`config.mk`:
```
export PLATFORM = sky130hd
export DESIGN_NAME = fifo_keyed_handle_cache
export DESIGN_NICKNAME = d
export VERILOG_FILES = /design/src/fkhc_pkg.sv /design/src/fifo_keyed_handle_cache.sv /design/src/fkhc_cell.sv
export SDC_FILE = /design/constraint.sdc
export NUM_CORES = 2
export LEC_CHECK = 0
export BUFFER_PORTS_ARGS = -buffer_cell sky130_fd_sc_hd__buf_2
export CAP_MARGIN = 20
export CORE_UTILIZATION = 41
export CTS_BUF_LIST = sky130_fd_sc_hd__clkbuf_4 sky130_fd_sc_hd__clkbuf_8 sky130_fd_sc_hd__clkbuf_16
export DETAILED_ROUTE_END_ITERATION = 7
export SLEW_MARGIN = 20
export SYNTH_ARGS = -nofsm -noshare
export SYNTH_HDL_FRONTEND = slang
export SYNTH_HIERARCHICAL = 1
export SYNTH_SLANG_ARGS = --single-unit
```
`constraint.sdc`:
```
create_clock -name clk -period 19.2 [get_ports clk]
set_input_delay 5.76 -clock clk [delete_from_list [all_inputs] [get_ports clk]]
set_output_delay 5.76 -clock clk [all_outputs]
set_load 0.05 [all_outputs]
```
`src/fkhc_pkg.sv`:
```
// ----------------------------------------------------------------------------
// fkhc_pkg
// Shared types and constants of the keyed handle cache.
// ----------------------------------------------------------------------------
package fkhc_pkg;

  localparam int CACHE_ENTRIES = 16;

  localparam int KEY_W    = 32;
  localparam int HANDLE_W = 32;
  localparam int SIZE_W   = 24;
  localparam int COUNT_W  = 5;
  localparam int STORED_W = 28;

  // Fill counter must hold CACHE_ENTRIES itself.
  localparam int CNT_W = $clog2(CACHE_ENTRIES + 1);
  // Running size sum, at least one bit wider than the reported field.
  localparam int SUM_W = (SIZE_W + CNT_W > STORED_W) ? SIZE_W + CNT_W : STORED_W + 1;
  localparam logic [STORED_W-1:0] STORED_MAX = {STORED_W{1'b1}};

  localparam int IN_TDATA_W  = 88;
  localparam int OUT_TDATA_W = 104;

  typedef enum logic [1:0] {
    CMD_ADD   = 2'd0,
    CMD_FIND  = 2'd1,
    CMD_FLUSH = 2'd2,
    CMD_NOP   = 2'd3
  } cmd_t;

  typedef enum logic [1:0] {
    ST_OK     = 2'd0,
    ST_MISS   = 2'd1,
    ST_REJECT = 2'd2,
    ST_RSVD   = 2'd3
  } status_t;

  typedef struct packed {
    logic [KEY_W-1:0]    key;
    logic [HANDLE_W-1:0] handle;
    logic [SIZE_W-1:0]   size;
  } entry_t;

  // Controls broadcast to every cell.
  typedef struct packed {
    logic             add;     // committed add of a new entry
    logic             shift;   // add into a full table: every cell takes its upper neighbor
    logic             flush;   // committed flush
    logic             lookup;  // find with a nonzero key (combinational compare)
    logic             commit;  // transaction accepted this cycle
    logic [KEY_W-1:0] key;
  } cell_ctl_t;

  // Match chain passed from newer cells to older ones.
  typedef struct packed {
    logic                hit;
    logic [HANDLE_W-1:0] handle;
  } match_t;

endpackage

```
`src/fifo_keyed_handle_cache.sv`:
```
// ----------------------------------------------------------------------------
// fifo_keyed_handle_cache
// FIFO-replacement cache of keyed object handles built as a row of entry
// cells with per-cell key compare and a newest-first match chain.
// ----------------------------------------------------------------------------
// A result is in the output register in the cycle after its transaction is
// accepted. Throughput: one transaction per cycle; the input is ready
// whenever the output register is empty or is being taken, and all cells
// update in the same cycle as the lookup. Reset (synchronous, rst_n low)
// empties the table, clears the running size and the output valid flag.
module fifo_keyed_handle_cache import fkhc_pkg::*; (
  input  logic                   clk,
  input  logic                   rst_n,
  input  logic                   in_tvalid,
  output logic                   in_tready,
  input  logic [IN_TDATA_W-1:0]  in_tdata,   // key[31:0], handle[63:32], frame_size[87:64]
  input  logic [1:0]             in_tuser,   // cmd[1:0]
  output logic                   out_tvalid,
  input  logic                   out_tready,
  output logic [OUT_TDATA_W-1:0] out_tdata,  // found_handle[31:0], evicted_handle[63:32],
                                             // entry_count[68:64], stored_size[96:69]
  output logic [1:0]             out_tuser   // status[1:0]
);

  cmd_t      cmd;
  entry_t    new_ent;
  cell_ctl_t ctl;
  logic      commit, full, cell0_counted;

  entry_t ent      [CACHE_ENTRIES];
  logic   valid    [CACHE_ENTRIES];
  entry_t up_ent   [CACHE_ENTRIES];
  logic   up_valid [CACHE_ENTRIES];
  logic   low_valid[CACHE_ENTRIES];
  match_t chain    [CACHE_ENTRIES+1];

  logic [CNT_W-1:0] fill_r, fill_nxt;
  logic [SUM_W-1:0] sum_r, sum_nxt;

  logic                   out_valid_r;
  logic [OUT_TDATA_W-1:0] out_data_r, out_data_nxt;
  status_t                status_r, status_nxt;

  logic [HANDLE_W-1:0] found, evicted;
  logic [STORED_W-1:0] stored;
  logic                add_ok;

  assign cmd            = cmd_t'(in_tuser);
  assign new_ent.key    = in_tdata[31:0];
  assign new_ent.handle = in_tdata[63:32];
  assign new_ent.size   = in_tdata[87:64];

  assign in_tready = !out_valid_r || out_tready;
  assign commit    = in_tvalid && in_tready;
  assign full      = (fill_r == CNT_W'(CACHE_ENTRIES));
  assign add_ok    = (cmd == CMD_ADD) && new_ent.key != '0 && new_ent.handle != '0;

  always_comb begin
    ctl.add    = commit && add_ok;
    ctl.shift  = commit && add_ok && full;
    ctl.flush  = commit && (cmd == CMD_FLUSH);
    ctl.lookup = (cmd == CMD_FIND) && new_ent.key != '0;
    ctl.commit = commit;
    ctl.key    = new_ent.key;
  end

  // Neighbor wiring: the newest cell shifts in the new entry.
  always_comb begin
    for (int i = 0; i < CACHE_ENTRIES; i++) begin
      if (i == CACHE_ENTRIES - 1) begin
        up_ent[i]   = new_ent;
        up_valid[i] = 1'b1;
      end else begin
        up_ent[i]   = ent[i+1];
        up_valid[i] = valid[i+1];
      end
      low_valid[i] = (i == 0) ? 1'b1 : valid[(i == 0) ? 0 : i-1];
    end
  end

  assign chain[CACHE_ENTRIES] = '0;

  for (genvar g = 0; g < CACHE_ENTRIES; g++) begin : g_cell
    fkhc_cell u_cell (
      .clk       (clk),
      .rst_n     (rst_n),
      .ctl       (ctl),
      .new_ent   (new_ent),
      .up_ent    (up_ent[g]),
      .up_valid  (up_valid[g]),
      .low_valid (low_valid[g]),
      .match_in  (chain[g+1]),
      .match_out (chain[g]),
      .ent       (ent[g]),
      .valid     (valid[g])
    );
  end

  assign cell0_counted = ent[0].key != '0 && ent[0].handle != '0;

  always_comb begin
    fill_nxt = fill_r;
    sum_nxt  = sum_r;
    if (ctl.flush) begin
      fill_nxt = '0;
      sum_nxt  = '0;
    end else if (ctl.add) begin
      if (!full) begin
        fill_nxt = fill_r + 1'b1;
      end
      // An evicted entry's size is subtracted only if its key and handle are nonzero.
      sum_nxt = sum_r + SUM_W'(new_ent.size)
              - ((full && cell0_counted) ? SUM_W'(ent[0].size) : '0);
    end
  end

  always_comb begin
    found      = '0;
    evicted    = '0;
    status_nxt = ST_OK;
    case (cmd)
      CMD_ADD: begin
        if (!add_ok) begin
          status_nxt = ST_REJECT;
        end else if (full) begin
          evicted = ent[0].handle;
        end
      end
      CMD_FIND: begin
        if (chain[0].hit && chain[0].handle != '0) begin
          found = chain[0].handle;
        end else begin
          status_nxt = ST_MISS;
        end
      end
      default: status_nxt = ST_OK;
    endcase
    stored = (sum_nxt > SUM_W'(STORED_MAX)) ? STORED_MAX : STORED_W'(sum_nxt);
    out_data_nxt = OUT_TDATA_W'({stored, COUNT_W'(fill_nxt), evicted, found});
  end

  always_ff @(posedge clk) begin
    if (!rst_n) begin
      fill_r      <= '0;
      sum_r       <= '0;
      out_valid_r <= 1'b0;
    end else begin
      fill_r <= fill_nxt;
      sum_r  <= sum_nxt;
      if (commit) begin
        out_valid_r <= 1'b1;
      end else if (out_tready) begin
        out_valid_r <= 1'b0;
      end
    end
    if (commit) begin
      out_data_r <= out_data_nxt;
      status_r   <= status_nxt;
    end
  end

  assign out_tvalid = out_valid_r;
  assign out_tdata  = out_data_r;
  assign out_tuser  = status_r;

endmodule

```
`src/fkhc_cell.sv`:
```
// ----------------------------------------------------------------------------
// fkhc_cell
// One entry of the cache: holds key, handle and size, loads a new entry or
// its upper neighbor, and takes part in the newest-first match chain.
// ----------------------------------------------------------------------------
module fkhc_cell import fkhc_pkg::*; (
  input  logic      clk,
  input  logic      rst_n,
  input  cell_ctl_t ctl,
  input  entry_t    new_ent,
  input  entry_t    up_ent,
  input  logic      up_valid,
  input  logic      low_valid,
  input  match_t    match_in,
  output match_t    match_out,
  output entry_t    ent,
  output logic      valid
);

  entry_t ent_r, ent_nxt;
  logic   valid_r, valid_nxt;
  logic   match, first;

  assign match = ctl.lookup && valid_r && (ent_r.key == ctl.key);
  assign first = match && !match_in.hit;

  always_comb begin
    match_out.hit    = match_in.hit || match;
    match_out.handle = match_in.hit ? match_in.handle : ent_r.handle;
  end

  always_comb begin
    ent_nxt   = ent_r;
    valid_nxt = valid_r;
    if (ctl.flush) begin
      valid_nxt = 1'b0;
    end else if (ctl.shift) begin
      ent_nxt   = up_ent;
      valid_nxt = up_valid;
    end else if (ctl.add) begin
      // The first free cell above an occupied one, or cell 0 of an empty table, takes the new entry.
      if (!valid_r && low_valid) begin
        ent_nxt   = new_ent;
        valid_nxt = 1'b1;
      end
    end else if (ctl.commit && first && ent_r.handle == '0) begin
      // A matching entry with a null handle has its key cleared.
      ent_nxt.key = '0;
    end
  end

  always_ff @(posedge clk) begin
    if (!rst_n) begin
      valid_r <= 1'b0;
    end else begin
      valid_r <= valid_nxt;
    end
    ent_r <= ent_nxt;
  end

  assign ent   = ent_r;
  assign valid = valid_r;

endmodule

```
==> impl_metrics.tcl <==
set metrics [dict create \
    crit_required_ns 19.76 \
    finalNonFillerCells 8447 \
    syn_area_sq_um 80100 \
    crit_path_top_delay_cell "buf_2" \
    rsz0062_at_grt "false" \
    die_x_um 444 \
    firstDrtPassIters 5 \
    post_cts_buffers 0 \
    cp-start-kind "primary input" \
    p_leak_nw 30.3 \
    finalNetCount 5916 \
    num_vias 48700 \
    worst_slew_pin_slew_ns 1.16 \
    place_inst 8115 \
    finalCritPeriodShare 0.881 \
    cts_tree "yes" \
    initial_core_util 0.414 \
    drive_above_1_share 0.354 \
    syn_inst 5533 \
    drtIter0Drc 3866 \
    dp_hpwl_mm 145 \
    syn_avg_cell_area_sq_um 14.5 \
    slowest_delay_ns 0.62 \
    seq_area_frac_synth 0.578 \
    async_flop_share 0 \
    cts_max_path_buffers 3 \
    rows 161 \
    synth-seq-cells 1558 \
    ys.warnings.count 6 \
    gp_congestion 0.857 \
    synth_flop_cell "edfxtp_1" \
    outcome "completed" \
    detail-route-antenna-nets 0 \
    final_common_cell "edfxtp_1" \
    overflow 0 \
    min_period_ns 16.91 \
    drcViolationCount 0 \
    io_buffers 194 \
    fillCellCount 17100 \
    grt_pass1_wl_mm 323 \
    core_area_sq_um 193000 \
    antenna_found_initial 30 \
    io_pins 202 \
    worstHoldPathType "flop to flop" \
    via_per_inst 5.76 \
    cts_sinks 1558 \
    routed_wl_mm 214 \
    root_buffer "clkbuf_16" \
    hold_buffers 0 \
    synth_cell_types 60 \
    p_total_mw 7.69 \
    fin_tns_setup_ns 0 \
    synth_edf_count 1507 \
    layout_common_cells "1,507 x edfxtp_1, 1,408 x mux2_2, 511 x xor2_1" \
    clkLatencyLatePin_ns 0.84 \
    crit_top_cell "or2_1" \
    cts_max_level 4 \
    ir_drop_mv 0.0885 \
    slew-limit-headroom 0.223 \
    grtUsageTotal 0.214 \
    crit_type "primary input to flop" \
    numCtsBuffers 176 \
    wl_per_cell_um 25.3 \
    skew_ns 0.0463 \
    area_growth_pct 12.2 \
    hold_violations 0 \
    die_h_um 444 \
    grt_max_degree 190 \
    arrival_ns 17.47 \
    fmax_mhz 59.1 \
    dieArea_sq_um 197000 \
    cap_violations 0 \
    crit_path_max_fanout 34 \
    powerDensity_nw_per_um2 85.5 \
    finalSetupViolCount 0 \
    post_cts_resize_count 0 \
    end_kind "flop" \
    path_clk_slew_ns 0.06 \
    drv_slew 0 \
    grt_pass1_vias 50100 \
]
[sequential cells by signal, indices dropped and copies added, names as in the netlist]
register / flops
g_cell.u_cell/valid: 16
fill_r: 5
sum_r: 29
out_tvalid: 1
out_tuser: 2
out_tdata: 97
g_cell.u_cell/ent: 1408
[report_power, final]
group          switching [mW]  internal (mW)  total, mW
Sequential            0.00987           3.74       3.75
Combinational           0.376          0.247      0.624
Clock                    1.43           1.88       3.31
Total                    1.82           5.87       7.69
[metal layers]
| metal | part of all wire | wire length [um] | GRT usage |
|---|---|---|---|
| met1 | 0.44 | 94400 | 0.285 |
| met3 | 0.047 | 10100 | 0.0338 |
| met2 | 0.49 | 104000 | 0.358 |
| met4 | 0.024 | 5050 | 0.0615 |
| met5 | 0.00032 | 69 | 0 |
[worst paths after layout]
path | from | end | slack (ns) | depth (start not counted)
worst max-delay path | in_tdata[31] | out_tdata[11]$_SDFFCE_PN0P_ | 2.29 | 42
worst min-delay path | sum_r[23]$_SDFF_PN0_ | sum_r[23]$_SDFF_PN0_ | 0.50 | 2
worst max register to register | g_cell[15].u_cell/ent[82]$_DFFE_PP_ | out_tdata[11]$_SDFFCE_PN0P_ | 7.72 | 38
worst min register to register | sum_r[23]$_SDFF_PN0_ | sum_r[23]$_SDFF_PN0_ | 0.50 | 2
[Yosys cell counts (24+ instances only)]
cell	count	area, sq um
edfxtp_1	1507	45300
a31oi_1	26	163
fa_1	24	480
xor2_1	511	4480
buf_2	218	1090
nor4_1	281	1760
and3_1	35	219
nor3_1	49	245
o21ai_0	47	235
nand3_1	43	215
nand2_1	87	327
dfxtp_1	51	1020
ha_1	31	388
a21oi_1	83	415
mux2_2	1408	15900
inv_1	128	480
xnor2_1	28	245
nor2_1	77	289
a22o_1	496	4340
nand4_1	68	425
clkbuf_1	88	330
and2_1	63	394
[layout make-up]
class	count	area, sq um	area share
flip-flops and latches	1558	46300	0.515
repair buffers	331	2050	0.0228
clock buffers	227	4820	0.0536
clock inverters	90	855	0.00951
well taps	2526	3160	0.0352
diodes	15	37.5	0.000418
inverters	130	495	0.00551
multi-input cells	3570	32200	0.358
[cells by family after synthesis]
logic type               Yosys count  share of synthesized area
AO/OA/AOI/OAI                    714                     0.0707
adder cells (fa/ha/maj)           55                     0.0108
multiplexers                    1418                      0.199
buffers and inverters            446                     0.0247
other                              2                  0.0000938
flip-flops                      1558                      0.578
XOR/XNOR                         539                     0.0589
AND/OR/NAND/NOR                  801                     0.0577
[worst max-delay path, delay by kind of cell]
kind / cells / cell delay [ns]
AO/OA/AOI/OAI: 1 / 0.30
buffers and inverters: 15 / 6.01
AND/OR/NAND/NOR: 25 / 4.81
multiplexers: 1 / 0.40
[stage by stage]
step                worst slack [ns]  utilization  instance area [sq um]  hold WS [ns]
floorplan                       2.30            -                  80200         0.459
global route                    1.62        0.465                  89900         0.532
detailed placement              1.60        0.435                  84200         0.492
CTS                             2.48        0.465                  89900         0.503
finish                          2.29        0.465                  89900         0.504
global placement                1.75        0.435                  84200         0.481
Note: power is estimated with default switching activity, not from simulation.
